$ cat config.mk
export PLATFORM = sky130hd
export DESIGN_NAME = unicode_escape_to_cp866_unit
export DESIGN_NICKNAME = d
export VERILOG_FILES = /design/src/uecp_pkg.sv /design/src/unicode_escape_to_cp866_unit.sv /design/src/uecp_front.sv /design/src/uecp_cmd_fifo.sv /design/src/uecp_back.sv
export SDC_FILE = /design/constraint.sdc
export NUM_CORES = 1
export LEC_CHECK = 0
export BUFFER_PORTS_ARGS = -buffer_cell sky130_fd_sc_hd__clkbuf_2
export CORE_ASPECT_RATIO = 0.5
export CORE_MARGIN = 10
export CORE_UTILIZATION = 50
export DETAILED_ROUTE_END_ITERATION = 8
export PLACE_DENSITY = 0.67
export REMOVE_ABC_BUFFERS = 1
export SYNTH_ARGS = -nofsm -noshare
export SYNTH_HDL_FRONTEND = slang
export SYNTH_SLANG_ARGS = --single-unit
$ cat constraint.sdc
create_clock -name clk -period 10.7 [get_ports clk]
set_input_delay 0.535 -clock clk [delete_from_list [all_inputs] [get_ports clk]]
set_output_delay 0.535 -clock clk [all_outputs]
set_load 0.02 [all_outputs]
$ cat src/uecp_pkg.sv
// ----------------------------------------------------------------------------
// uecp_pkg
// Shared types, constants and helper functions for the escape decoder.
// ----------------------------------------------------------------------------
package uecp_pkg;

  // Command queue geometry
  localparam int QDepth = 4;
  localparam int QAw    = $clog2(QDepth);

  // Character codes
  localparam logic [7:0] CH_BACKSLASH = 8'd92;
  localparam logic [7:0] CH_U         = 8'd117;

  // Code point mapping constants
  localparam logic [15:0] CP_IO_UPPER   = 16'd1025;
  localparam logic [15:0] CP_IO_LOWER   = 16'd1105;
  localparam logic [15:0] CP_SPLIT      = 16'd1088;
  localparam logic [15:0] CP_OFS_LOW    = 16'd912;
  localparam logic [15:0] CP_OFS_HIGH   = 16'd864;
  localparam logic [7:0]  CP866_IO_UPPER = 8'd240;
  localparam logic [7:0]  CP866_IO_LOWER = 8'd241;

  // Escape body length in hex digits
  localparam logic [2:0] BODY_LEN = 3'd4;

  // Parser phase
  typedef enum logic [1:0] {
    PH_PLAIN = 2'd0,
    PH_HELD  = 2'd1,
    PH_BODY  = 2'd2
  } phase_t;

  // Work handed from the parser to the output side
  typedef enum logic [1:0] {
    OP_PASS    = 2'd0,  // emit data byte
    OP_BS_PASS = 2'd1,  // emit backslash, then data byte
    OP_MAP     = 2'd2   // emit mapped code point
  } op_t;

  typedef struct packed {
    op_t         op;
    logic [15:0] data;
    logic        last;
  } cmd_t;

  // Hex digit decode: {valid, value}
  function automatic logic [4:0] hex_decode(logic [7:0] b);
    logic [4:0] res;
    res = 5'd0;
    if (b >= 8'd48 && b <= 8'd57) begin
      res = {1'b1, 4'(b - 8'd48)};
    end else if (b >= 8'd97 && b <= 8'd102) begin
      res = {1'b1, 4'(b - 8'd87)};
    end else if (b >= 8'd65 && b <= 8'd70) begin
      res = {1'b1, 4'(b - 8'd55)};
    end
    return res;
  endfunction

  // Map a code point to its CP866 byte
  function automatic logic [7:0] map_cp866(logic [15:0] c);
    logic [15:0] diff;
    logic [7:0]  res;
    if (c < CP_SPLIT) begin
      diff = c - CP_OFS_LOW;
    end else begin
      diff = c - CP_OFS_HIGH;
    end
    res = diff[7:0];
    if (c == CP_IO_UPPER) begin
      res = CP866_IO_UPPER;
    end else if (c == CP_IO_LOWER) begin
      res = CP866_IO_LOWER;
    end
    return res;
  endfunction

endpackage

$ cat src/unicode_escape_to_cp866_unit.sv
// ----------------------------------------------------------------------------
// unicode_escape_to_cp866_unit
// Streaming decoder of \uXXXX escapes into single CP866 bytes.
// ----------------------------------------------------------------------------
// Usage:
//   Input side is a queue: drive in_byte/in_last with push high; the beat is
//   taken at a rising edge where full is low. in_last marks the final byte
//   of a string; the parser returns to plain text after it.
//   Result side is a queue: while empty is low, out_byte/out_last hold the
//   oldest result; raise pop to take it. out_last marks the final result.
//   Each input byte yields zero, one or two results: plain bytes pass,
//   a backslash is held one byte, an escape body yields one mapped byte.
// Path: the command for a result is written to the command queue, then
//   loaded into the output register, where the result becomes visible.
// Throughput: one input byte per cycle while full is low. Results leave at
//   one per cycle; a held backslash before an ordinary byte yields two beats.
//   A four-entry command queue decouples parser and output stage.
// Reset: rst_n low at a clock edge empties the queue and output register
//   and returns the parser to plain text.
// Stalls: with pop low the output holds; the queue fills and then full
//   rises, holding off the sender until results drain.
// ----------------------------------------------------------------------------
module unicode_escape_to_cp866_unit (
  input  logic       clk,
  input  logic       rst_n,
  input  logic       push,
  output logic       full,
  input  logic [7:0] in_byte,
  input  logic       in_last,
  output logic       empty,
  input  logic       pop,
  output logic [7:0] out_byte,
  output logic       out_last
);
  import uecp_pkg::*;

  logic acc;
  logic cmd_push;
  cmd_t cmd_wr;
  cmd_t cmd_rd;
  logic q_full, q_empty, q_pop;

  assign full = q_full;
  assign acc  = push && !q_full;

  // Parse input bytes
  uecp_front u_front (
    .clk      (clk),
    .rst_n    (rst_n),
    .acc      (acc),
    .byte_i   (in_byte),
    .last_i   (in_last),
    .cmd_push (cmd_push),
    .cmd      (cmd_wr)
  );

  // Buffer commands
  uecp_cmd_fifo u_fifo (
    .clk     (clk),
    .rst_n   (rst_n),
    .wr_en   (cmd_push),
    .wr_cmd  (cmd_wr),
    .q_full  (q_full),
    .rd_en   (q_pop),
    .rd_cmd  (cmd_rd),
    .q_empty (q_empty)
  );

  // Emit results
  uecp_back u_back (
    .clk     (clk),
    .rst_n   (rst_n),
    .q_cmd   (cmd_rd),
    .q_empty (q_empty),
    .q_pop   (q_pop),
    .byte_o  (out_byte),
    .last_o  (out_last),
    .empty_o (empty),
    .pop_i   (pop)
  );

endmodule

$ cat src/uecp_front.sv
// ----------------------------------------------------------------------------
// uecp_front
// Byte parser: tracks backslash and escape body state, issues one command
// per byte that yields output.
// ----------------------------------------------------------------------------
module uecp_front (
  input  logic          clk,
  input  logic          rst_n,
  input  logic          acc,
  input  logic [7:0]    byte_i,
  input  logic          last_i,
  output logic          cmd_push,
  output uecp_pkg::cmd_t cmd
);
  import uecp_pkg::*;

  phase_t      phase_r, phase_nxt;
  logic [2:0]  count_r, count_nxt;
  logic [15:0] code_r, code_nxt;
  logic        stop_r, stop_nxt;

  logic [4:0]  hex;
  logic [15:0] code_body;
  logic        stop_body;
  logic [2:0]  count_body;
  logic        body_done;

  // Collect one escape body byte
  always_comb begin
    hex        = hex_decode(byte_i);
    code_body  = (!stop_r && hex[4]) ? {code_r[11:0], hex[3:0]} : code_r;
    stop_body  = stop_r | ~hex[4];
    count_body = count_r + 3'd1;
    body_done  = last_i || (count_body >= BODY_LEN);
  end

  // Next state
  always_comb begin
    phase_nxt = phase_r;
    count_nxt = count_r;
    code_nxt  = code_r;
    stop_nxt  = stop_r;
    if (acc) begin
      phase_nxt = PH_PLAIN;
      count_nxt = 3'd0;
      code_nxt  = 16'd0;
      stop_nxt  = 1'b0;
      case (phase_r)
        PH_HELD: begin
          if (byte_i == CH_U && !last_i) begin
            phase_nxt = PH_BODY;
          end else if (byte_i == CH_BACKSLASH && !last_i) begin
            phase_nxt = PH_HELD;
          end
        end
        PH_BODY: begin
          if (!body_done) begin
            phase_nxt = PH_BODY;
            count_nxt = count_body;
            code_nxt  = code_body;
            stop_nxt  = stop_body;
          end
        end
        default: begin
          if (byte_i == CH_BACKSLASH && !last_i) begin
            phase_nxt = PH_HELD;
          end
        end
      endcase
    end
  end

  // Command output
  always_comb begin
    cmd_push  = 1'b0;
    cmd.op    = OP_PASS;
    cmd.data  = {8'd0, byte_i};
    cmd.last  = last_i;
    case (phase_r)
      PH_HELD: begin
        if (byte_i == CH_U) begin
          // lone "\u" at the end converts zero
          cmd_push = acc && last_i;
          cmd.op   = OP_MAP;
          cmd.data = 16'd0;
        end else if (byte_i == CH_BACKSLASH && !last_i) begin
          cmd_push = acc;
          cmd.data = {8'd0, CH_BACKSLASH};
          cmd.last = 1'b0;
        end else begin
          cmd_push = acc;
          cmd.op   = OP_BS_PASS;
        end
      end
      PH_BODY: begin
        cmd_push = acc && body_done;
        cmd.op   = OP_MAP;
        cmd.data = code_body;
      end
      default: begin
        cmd_push = acc && !(byte_i == CH_BACKSLASH && !last_i);
      end
    endcase
  end

  always_ff @(posedge clk) begin
    if (!rst_n) begin
      phase_r <= PH_PLAIN;
      count_r <= 3'd0;
      code_r  <= 16'd0;
      stop_r  <= 1'b0;
    end else begin
      phase_r <= phase_nxt;
      count_r <= count_nxt;
      code_r  <= code_nxt;
      stop_r  <= stop_nxt;
    end
  end

  // Digit count stays within the body outside of the body phase it is zero
  a_count_range: assert property (@(posedge clk) disable iff (!rst_n)
    count_r < BODY_LEN)
    else $error("escape digit count out of range");

  a_plain_clear: assert property (@(posedge clk) disable iff (!rst_n)
    (phase_r != PH_BODY) |-> (count_r == 3'd0 && code_r == 16'd0 && !stop_r))
    else $error("escape state not cleared outside body");

  a_last_returns_plain: assert property (@(posedge clk) disable iff (!rst_n)
    (acc && last_i) |=> (phase_r == PH_PLAIN))
    else $error("parser not back to plain text after final byte");

endmodule

$ cat src/uecp_cmd_fifo.sv
// ----------------------------------------------------------------------------
// uecp_cmd_fifo
// Short command queue between parser and output stage.
// ----------------------------------------------------------------------------
module uecp_cmd_fifo (
  input  logic           clk,
  input  logic           rst_n,
  input  logic           wr_en,
  input  uecp_pkg::cmd_t wr_cmd,
  output logic           q_full,
  input  logic           rd_en,
  output uecp_pkg::cmd_t rd_cmd,
  output logic           q_empty
);
  import uecp_pkg::*;

  cmd_t            mem [QDepth];
  logic [QAw-1:0]  wr_ptr_r, wr_ptr_nxt;
  logic [QAw-1:0]  rd_ptr_r, rd_ptr_nxt;
  logic [QAw:0]    cnt_r, cnt_nxt;
  logic            do_wr, do_rd;

  assign q_full  = (cnt_r == (QAw+1)'(QDepth));
  assign q_empty = (cnt_r == '0);
  assign rd_cmd  = mem[rd_ptr_r];

  // Advance pointers and occupancy
  always_comb begin
    do_wr      = wr_en && !q_full;
    do_rd      = rd_en && !q_empty;
    wr_ptr_nxt = do_wr ? wr_ptr_r + 1'b1 : wr_ptr_r;
    rd_ptr_nxt = do_rd ? rd_ptr_r + 1'b1 : rd_ptr_r;
    cnt_nxt    = cnt_r;
    if (do_wr && !do_rd) begin
      cnt_nxt = cnt_r + 1'b1;
    end else if (do_rd && !do_wr) begin
      cnt_nxt = cnt_r - 1'b1;
    end
  end

  // Store entries
  always_ff @(posedge clk) begin
    if (do_wr) begin
      mem[wr_ptr_r] <= wr_cmd;
    end
  end

  always_ff @(posedge clk) begin
    if (!rst_n) begin
      wr_ptr_r <= '0;
      rd_ptr_r <= '0;
      cnt_r    <= '0;
    end else begin
      wr_ptr_r <= wr_ptr_nxt;
      rd_ptr_r <= rd_ptr_nxt;
      cnt_r    <= cnt_nxt;
    end
  end

  a_cnt_bound: assert property (@(posedge clk) disable iff (!rst_n)
    cnt_r <= (QAw+1)'(QDepth))
    else $error("command queue overflow");

  a_ptr_gap: assert property (@(posedge clk) disable iff (!rst_n)
    (wr_ptr_r - rd_ptr_r) == cnt_r[QAw-1:0])
    else $error("queue pointers disagree with occupancy");

endmodule

$ cat src/uecp_back.sv
// ----------------------------------------------------------------------------
// uecp_back
// Output stage: executes queued commands, maps code points and presents
// result beats, splitting held-backslash commands into two beats.
// ----------------------------------------------------------------------------
module uecp_back (
  input  logic           clk,
  input  logic           rst_n,
  input  uecp_pkg::cmd_t q_cmd,
  input  logic           q_empty,
  output logic           q_pop,
  output logic [7:0]     byte_o,
  output logic           last_o,
  output logic           empty_o,
  input  logic           pop_i
);
  import uecp_pkg::*;

  cmd_t cmd_r, cmd_nxt;
  logic valid_r, valid_nxt;
  logic step_r, step_nxt;
  logic fire, finish, load;

  // Drive the current beat
  always_comb begin
    case (cmd_r.op)
      OP_BS_PASS: begin
        byte_o = step_r ? cmd_r.data[7:0] : CH_BACKSLASH;
        last_o = step_r & cmd_r.last;
      end
      OP_MAP: begin
        byte_o = map_cp866(cmd_r.data);
        last_o = cmd_r.last;
      end
      default: begin
        byte_o = cmd_r.data[7:0];
        last_o = cmd_r.last;
      end
    endcase
  end

  assign empty_o = !valid_r;

  // Advance to the next beat or command
  always_comb begin
    fire      = pop_i && valid_r;
    finish    = fire && ((cmd_r.op != OP_BS_PASS) || step_r);
    load      = !valid_r || finish;
    q_pop     = load && !q_empty;
    valid_nxt = valid_r;
    cmd_nxt   = cmd_r;
    step_nxt  = step_r;
    if (load) begin
      valid_nxt = !q_empty;
      cmd_nxt   = q_cmd;
      step_nxt  = 1'b0;
    end else if (fire) begin
      step_nxt = 1'b1;
    end
  end

  always_ff @(posedge clk) begin
    cmd_r <= cmd_nxt;
  end

  always_ff @(posedge clk) begin
    if (!rst_n) begin
      valid_r <= 1'b0;
      step_r  <= 1'b0;
    end else begin
      valid_r <= valid_nxt;
      step_r  <= step_nxt;
    end
  end

  a_step_only_split: assert property (@(posedge clk) disable iff (!rst_n)
    step_r |-> (valid_r && cmd_r.op == OP_BS_PASS))
    else $error("second beat on a single-beat command");

  a_split_first_not_last: assert property (@(posedge clk) disable iff (!rst_n)
    (valid_r && cmd_r.op == OP_BS_PASS && !step_r) |-> !last_o)
    else $error("held backslash marked as final beat");

endmodule
==> results of run 1 <==
-- kinds of logic (layout without fill, tap and decap cells) --
| kind of cell | after synthesis | count (layout) | share of synthesized area, % |
|---|---|---|---|
| DFF | 126 | 126 | 61.87 |
| xor gates and xnor gates | 8 | 8 | 1.248 |
| muxes | 25 | 25 | 8.692 |
| AOI/OAI and AO/OA | 80 | 80 | 10.48 |
| and+or+nand+nor | 110 | 110 | 10.45 |
| buffers and inverters | 33 | 76 | 2.451 |
| adders and majority gates | 21 | 21 | 4.814 |
-- per-layer routing --
layer | up-vias | wire length [µm] | global-route usage, % | part of all wire (%)
met4 | 0 | 129 | 5.298 | 1.2
met2 | 106 | 4530 | 20.12 | 43
met1 | 1677 | 5360 | 18.95 | 50
li1 | 1604 | - | - | -
met5 | - | 0 | 0 | 0
met3 | 12 | 615 | 3.912 | 5.8
-- final cells by class --
cell class	instances	area [µm²]
multi-input combinational	244	2007
fill	836	4516
inverter	19	71.32
tap	145	181.4
timing repair buffer	25	130.1
clock inverter	11	140.1
clock buffer	21	460.4
sequential	126	3473
-- power groups by stage --
stage / clock (µW) / combinational (µW) / sequential [µW]
5_1_grt: 601 / 456 / 674
2_1_floorplan: 0 / 291 / 672
3_3_place_gp: 0 / 399 / 672
6_report: 572 / 411 / 666
4_1_cts: 580 / 416 / 666
3_5_place_dp: 0 / 414 / 676
-- layout by cell type (no fill, tap or decap), drive strengths merged, types with 3 or more instances in the layout --
master / netlist / routed
edfxtp: 95 / 95
clkbuf: 8 / 44
nand2: 42 / 42
dfxtp: 31 / 31
ha: 20 / 20
inv: 19 / 20
mux4: 19 / 19
a21oi: 16 / 16
nand3: 15 / 15
o21ai: 15 / 15
a22o: 12 / 12
and2: 9 / 9
nor2: 9 / 9
nor2b: 7 / 7
mux2i: 6 / 6
xnor2: 6 / 6
a21boi: 6 / 6
clkinv: 0 / 6
o2bb2ai: 5 / 5
nand2b: 4 / 4
o31ai: 4 / 4
and3: 4 / 4
a21o: 3 / 3
nor3: 3 / 3
a32oi: 3 / 3
bufinv: 0 / 3
a211oi: 3 / 3
-- stage by stage --
stage	utilization [%]	cell area [µm²]
floorplan	-	5548
global placement	53.40	5863
detailed placement	53.40	5863
CTS	58.87	6464
global route	58.87	6464
finish	58.87	6464
-- worst max-delay path: stages (launching register included) --
cell	delay, ns
edfxtp_1	0.48
o41ai_1	0.63
nand3b_2	0.25
or3b_2	0.50
a31oi_1	0.16
a21o_1	0.11
clkbuf_2	0.16
-- sequential cells by signal, summed over array words and instances (netlist names) --
signal and count:
u_back.cmd_r 19, u_back.step_r 1, u_back.valid_r 1, u_fifo.cnt_r 3, u_fifo.mem 76, u_fifo.rd_ptr_r 2
u_fifo.wr_ptr_r 2, u_front.code_r 16, u_front.count_r 3, u_front.phase_r 2, u_front.stop_r 1
-- how the worst max path moves through the flow --
| stage | cells after the start | slack, ns | endpoint |
|---|---|---|---|
| finish | 6 | 7.47 | out_byte[7] |
| CTS | 6 | 7.46 | out_byte[4] |
| detailed placement | 12 | 7.57 | u_fifo.cnt_r[2] |
| floorplan | 10 | 6.99 | u_fifo.cnt_r[2] |
| global route | 6 | 7.23 | out_byte[4] |
| global placement | 12 | 7.71 | u_fifo.cnt_r[2] |
==> metrics.txt, run 1 <==
status completed; arrival time at the worst endpoint 2.70 ns; R2R depth 10; vias in the first global route 3317; count leader, synth edfxtp_1; R2R Setup Slk 7.87 ns; WHS 0.4205 ns; Tot Pwr 1649 µW; DIE AREA 16120 µm²; Sw Share 29.19%; clock power share 34.7%; first-pass GRT wire length 17130 µm; CTS Hold Buffers Added 0; CORE AREA 10980 µm²; proportion of layout cells with a drive suffix above 1 20.18%; FP Rows 27; Flop pwr share 40.4%; unrepaired setup endpoints after global routing false; routability cong. 0.9608; number of flops mapped to enable cells by yosys 95; NetSw 481.2 µW; CTS resizes 0; Worst Path Required 10.17 ns; CTS tree yes; Slew HR 34.91%; H-Tree Depth 4; Setup TNS 0 ns; post-synthesis register bit count 126; crit path launch u_back.cmd_r[7]; power per standard cell area 255.1 nW/µm²; post-synth top area share 50.81%; worst r2r dst u_fifo.cnt_r[2]; Clk pin slew, worst setup/hold paths 0.05 ns; Post-synth top flop edfxtp_1; non-filler cells, final 591; Post-DP HPWL 7268 µm; Area Overhead vs Synth 15.13%; Yosys top cell by area edfxtp_1; clk_lat worst skew 0.40 ns; Max-cap violations 0; IO Port Bufs 23; worst hold path cell count 3; Worst setup EP type output pin; Seq/Total Area, Yosys 61.87%; post-CTS setup buffers 0; Slew Viols, Final 0; maximum vdd drop 0.0001280 V; Hold Startpoint pop; Root Buffer clkbuf_16; Cells after Synth 403; CTS Buffer Depth 2; final cycle utilization of the critical path 30.20%; io pins 24; DR WL/cell 17.99 µm; Combinational Power Share 25.0%; first-pass detailed-route iteration total 5; critical path class flip-flop to output pin; Int Pwr 1168 µW; Cell Area, Synth 5614 µm²; final net count 467; Hold/Removal Path Class primary input to flip-flop; largest net degree at the start of global routing 23; hold path endpoint u_back.step_r; final hold vios 0; all-layer global routing usage 13.71%; chip height 94.93 µm; routed wire length 10640 µm; Startpoint Class flip-flop; Chip Width 169.9 µm; slew at the pin with the worst max-slew slack 0.9763 ns; FFs w/ async S/R, synth 0%; Leakage 0.002316 µW; Yosys warnings 0; top post-synthesis cells by count edfxtp_1, nand2_1, dfxtp_1, ha_1; clk sink count 126; syn_area_per_cell 13.93 µm²; DRC Markers 0; diode count 0; Fmax achieved 0.3095 GHz; total grt overflow 0; Yosys cell types 57; CTS Buf Count 17; largest cells by area after synthesis edfxtp_1, dfxtp_1, mux4_2, ha_1, nand2_1; drt initial violations 292; Vias/cell 5.751; RR Startpoint u_front.count_r[0]; antenna violations before repair 0; final worst slack 7.469 ns; vias post-DR 3399; crit-path max FO 7; min Tclk post-route 3.231 ns; post-route ant nets 0; Setup WS pre-CTS 7.567 ns; Inst Count DP 559; Final setup viols 0; starting density of the core 51.13%; Final Skew 0.01023 ns
No activity file was read; power rests on OpenSTA's default activity.
==> run 2: changes to the inputs <==
==> constraint.sdc (replaced) <==
create_clock -name clk -period 3.25 [get_ports clk]
set_input_delay 0.1625 -clock clk [delete_from_list [all_inputs] [get_ports clk]]
set_output_delay 0.1625 -clock clk [all_outputs]
set_load 0.02 [all_outputs]
==> metrics.txt, run 2 (synthesis gave the netlist of run 1 again) <==
Sw Share 29.49%; most common cell after layout, fill and taps aside edfxtp_1; min Tclk post-route 2.893 ns; maximum vdd drop 0.0005133 V; Max-cap violations 0; CTS tree yes; all-layer global routing usage 14.86%; FP Rows 27; vias post-DR 3415; Chip Width 169.9 µm; clk_lat worst skew 0.40 ns; Hold/Removal Path Class primary input to flip-flop; Setup TNS 0 ns; arrival time at the worst endpoint 3.21 ns; starting density of the core 51.13%; CTS resizes 0; delay-heaviest family, CP adder cells; DR WL/cell 19.18 µm; critical path buffer and inverter count 3; status completed; Worst Path Required 3.56 ns; final net count 471; final cycle utilization of the critical path 89.00%; first-pass GRT wire length 18410 µm; Reg with most FFs u_fifo.mem; Post-DP HPWL 7551 µm; unrepaired setup endpoints after global routing false; Final setup viols 0; Area Overhead vs Synth 15.27%; post-route ant nets 0; antenna violations before repair 0; drt initial violations 325; biggest regs u_fifo.mem (76), u_back.cmd_r (19), u_front.code_r (16); most frequent cells in the layout edfxtp_1, nand2_1, dfxtp_1, clkbuf_2, ha_1; clock power share 33.9%; Root Buffer clkbuf_16; CTS Buf Count 17; routability cong. 0.9036; NetSw 1589 µW; WHS 0.03315 ns; CTS Buffer Depth 2; CORE AREA 10980 µm²; DIE AREA 16120 µm²; final worst slack 0.3574 ns; power per standard cell area 832.5 nW/µm²; Int Pwr 3798 µW; max reg flops 76; CP peak stage delay 0.49 ns; Vias/cell 5.739; diode count 0; critical path class flip-flop to flip-flop; final instance area 6471 µm²; post-CTS setup buffers 0; area of placed instances 5893 µm²; Tot Pwr 5387 µW; Startpoint Class flip-flop; clk sink count 126; total grt overflow 0; Combinational Power Share 25.5%; Leakage 0.002332 µW; largest net degree at the start of global routing 22; slew at the pin with the worst max-slew slack 1.024 ns; Setup WS pre-CTS 0.3587 ns; proportion of layout cells with a drive suffix above 1 20.22%; first-pass detailed-route iteration total 4; IO Port Bufs 23; crit-path max FO 8; Fmax achieved 0.3457 GHz; CP dominant cell by count inv_1; CTS Hold Buffers Added 0; Final Skew 0.01097 ns; Clk pin slew, worst setup/hold paths 0.05 ns; Slew Viols, Final 0; Worst setup EP type flip-flop; chip height 94.93 µm; Flop pwr share 40.7%; Critical Path, Cell by Cell inv_1, ha_1, inv_1, nor4_1, a211oi_2, ha_1, inv_1, fa_1, xor2_1, or3_1, a21boi_0; io pins 24; vias in the first global route 3431; DRC Markers 0; H-Tree Depth 4; routed wire length 11410 µm; final hold vios 0; Slew HR 31.65%; Crit-path slowest cell a211oi_2
## run 2: cell types whose count changed in the layout (fill, tap and decap cells not counted)
| cell | before | now |
|---|---|---|
| clkinvlp_4 | 1 | 2 |
| clkinv_1 | 0 | 4 |
| clkinv_2 | 5 | 4 |
| buf_4 | 2 | 6 |
| clkbuf_8 | 2 | 0 |
| clkbuf_1 | 2 | 1 |
| clkinv_4 | 1 | 0 |
## run 2: final cells by class
type	count	area [µm²]
inverter	19	71.32
fill	816	4508
clock buffer	18	429.2
tap	145	181.4
sequential	126	3473
clock inverter	14	148.9
multi-input combinational	244	2007
timing repair buffer	29	160.2
## run 2: metrics by stage
step / std cells / util (%)
after global placement: 563 / 53.68
after floorplan: 389 / -
after global routing: 595 / 58.94
after CTS: 595 / 58.94
after detailed placement: 563 / 53.68
final: 595 / 58.94
## run 2: final timing paths
kind                      startpoint              end  slack (ns)  depth (start not counted)
hold / removal                   pop    u_back.step_r        0.03                          3
hold reg to reg       u_back.valid_r    u_back.step_r        0.46                          2
setup reg to reg  u_front.phase_r[1]  u_fifo.cnt_r[2]        0.36                         11
setup / recovery  u_front.phase_r[1]  u_fifo.cnt_r[2]        0.36                         11
## run 2: power groups by stage
stage / combinational [µW] / clock [µW] / sequential [µW]
floorplan: 956 / 0 / 2210
global placement: 1330 / 0 / 2210
detailed placement: 1390 / 0 / 2220
CTS: 1400 / 1860 / 2190
global route: 1530 / 1920 / 2220
finish: 1370 / 1830 / 2190
## run 2: worst reg2reg max path, stage by stage, from the launching register on
cell	delay, ns
dfxtp_1	0.37
inv_1	0.06
ha_1	0.24
inv_1	0.14
nor4_1	0.11
a211oi_2	0.49
ha_1	0.29
inv_1	0.06
fa_1	0.37
xor2_1	0.16
or3_1	0.31
a21boi_0	0.19
## run 2: per-layer routing
metal / routed length (µm) / vias up / track usage (%)
met5: 0 / - / 0
met4: 82 / 0 / 4.862
met3: 909 / 4 / 4.370
met2: 5249 / 102 / 22.74
met1: 5169 / 1702 / 20.03
li1: - / 1607 / -
==> run 3: changes to the inputs <==
--- a/config.mk
+++ b/config.mk
@@ -6,7 +6,6 @@
 export NUM_CORES = 1
 export LEC_CHECK = 0
 export BUFFER_PORTS_ARGS = -buffer_cell sky130_fd_sc_hd__clkbuf_2
-export CORE_ASPECT_RATIO = 0.5
 export CORE_MARGIN = 10
 export CORE_UTILIZATION = 50
 export DETAILED_ROUTE_END_ITERATION = 8
==> metrics.txt, run 3 (synthesis gave the netlist of run 1 again) <==
Fmax achieved 0.3578 GHz; H-Tree Depth 4; Final Skew 0.01431 ns; Vias/cell 5.641; Chip Width 126.0 µm; Seq. cell area 3473 µm²; area of the multi-input gates 2007 µm²; crit-path max FO 6; Post-DP HPWL 6969 µm; most common cell after layout, fill and taps aside edfxtp_1; most frequent cells in the layout edfxtp_1, nand2_1, dfxtp_1, clkbuf_2, ha_1; first-pass GRT wire length 17260 µm; vias post-DR 3334; CTS Buffer Depth 2; Final setup viols 0; FP Rows 38; arrival time at the worst endpoint 2.63 ns; Reg with most FFs u_fifo.mem; WHS 0.02792 ns; chip height 126.0 µm; routed wire length 10240 µm; starting density of the core 51.34%; final hold vios 0; Setup WS pre-CTS 0.4818 ns; drt initial violations 218; largest net degree at the start of global routing 22; Fill cells 877; final net count 472; clk sink count 126; routability cong. 0.9326; Worst setup EP type output pin; Max-cap violations 0; Finished Core Util 59.05%; first-pass detailed-route iteration total 4; antenna violations before repair 0; vias in the first global route 3372; unrepaired setup endpoints after global routing false; R2R Setup Slk 0.49 ns; IO Port Bufs 23; diode count 0; CTS resizes 0; total grt overflow 0; status completed; post-route ant nets 0; CTS Buf Count 17; Leakage 0.002338 µW; CTS Hold Buffers Added 0; Root Buffer clkbuf_16; Slew HR 30.57%; power per standard cell area 815.6 nW/µm²; slew at the pin with the worst max-slew slack 1.040 ns; final worst slack 0.4549 ns; Worst Path Required 3.09 ns; Area Overhead vs Synth 15.02%; max reg flops 76; Slew Viols, Final 0; proportion of layout cells with a drive suffix above 1 20.18%; CORE AREA 10940 µm²; DRC Markers 0; post-CTS setup buffers 0; Clk pin slew, worst setup/hold paths 0.05 ns; CTS tree yes; DR WL/cell 17.32 µm; clk_lat worst skew 0.41 ns; final cycle utilization of the critical path 86.00%; all-layer global routing usage 13.45%; critical path class flip-flop to output pin; DIE AREA 15870 µm²; Startpoint Class flip-flop; Hold/Removal Path Class primary input to flip-flop; maximum vdd drop 0.0005720 V; min Tclk post-route 2.795 ns; biggest regs u_fifo.mem (76), u_back.cmd_r (19), u_front.code_r (16); io pins 24
==> run 3: cell count changes in the layout (fill, tap and decap cells not counted), sizes merged <==
cell / delta
clkbuf: +10
bufinv: -3
clkinv: -7
buf: +1
clkinvlp: -2
inv: +2
==> run 3: where the power goes <==
group / total (µW) / switching, µW / internal (µW)
Clock: 1750 / 623 / 1130
Combinational: 1330 / 759 / 573
Sequential: 2190 / 153 / 2030
Total: 5270 / 1530 / 3730
==> run 3: cell type report <==
| class | instances | share of cell area, % |
|---|---|---|
| sequential | 126 | 53.79 |
| multi-input combinational | 244 | 31.08 |
| clock buffer | 28 | 8.351 |
| tap | 140 | 2.713 |
| timing repair buffer | 30 | 2.596 |
| inverter | 19 | 1.104 |
| clock inverter | 4 | 0.3681 |
==> run 3: final timing paths <==
path	cells past startpoint	endpoint	from
max	6	out_byte[4]	u_back.cmd_r[15]
min	3	u_back.step_r	pop
max reg2reg	11	u_fifo.cnt_r[2]	u_front.phase_r[1]
min reg2reg	2	u_back.step_r	u_back.valid_r
==> run 3: worst max-delay path: stages (launching register included) <==
cell and delay [ns]:
edfxtp_1 0.37, nor4_1 0.53, nor2b_1 0.35, nand3_1 0.27, a41o_1 0.31, a32oi_1 0.20, clkbuf_2 0.20
==> run 3: metrics by stage <==
step	instances	TNS [ns]	power [µW]	instance area, µm²
global route	591	0	5582	6457
global placement	559	0	3530	5894
floorplan	389	-1.009	3167	5548
CTS	591	0	5327	6457
finish	591	0	5267	6457
detailed placement	559	0	3566	5894
==> run 3: per-layer routing <==
layer	routed length, µm	global-route usage, %
met5	0	0
met4	200	6.497
met3	406	3.985
met2	4984	21.44
met1	4645	16.39
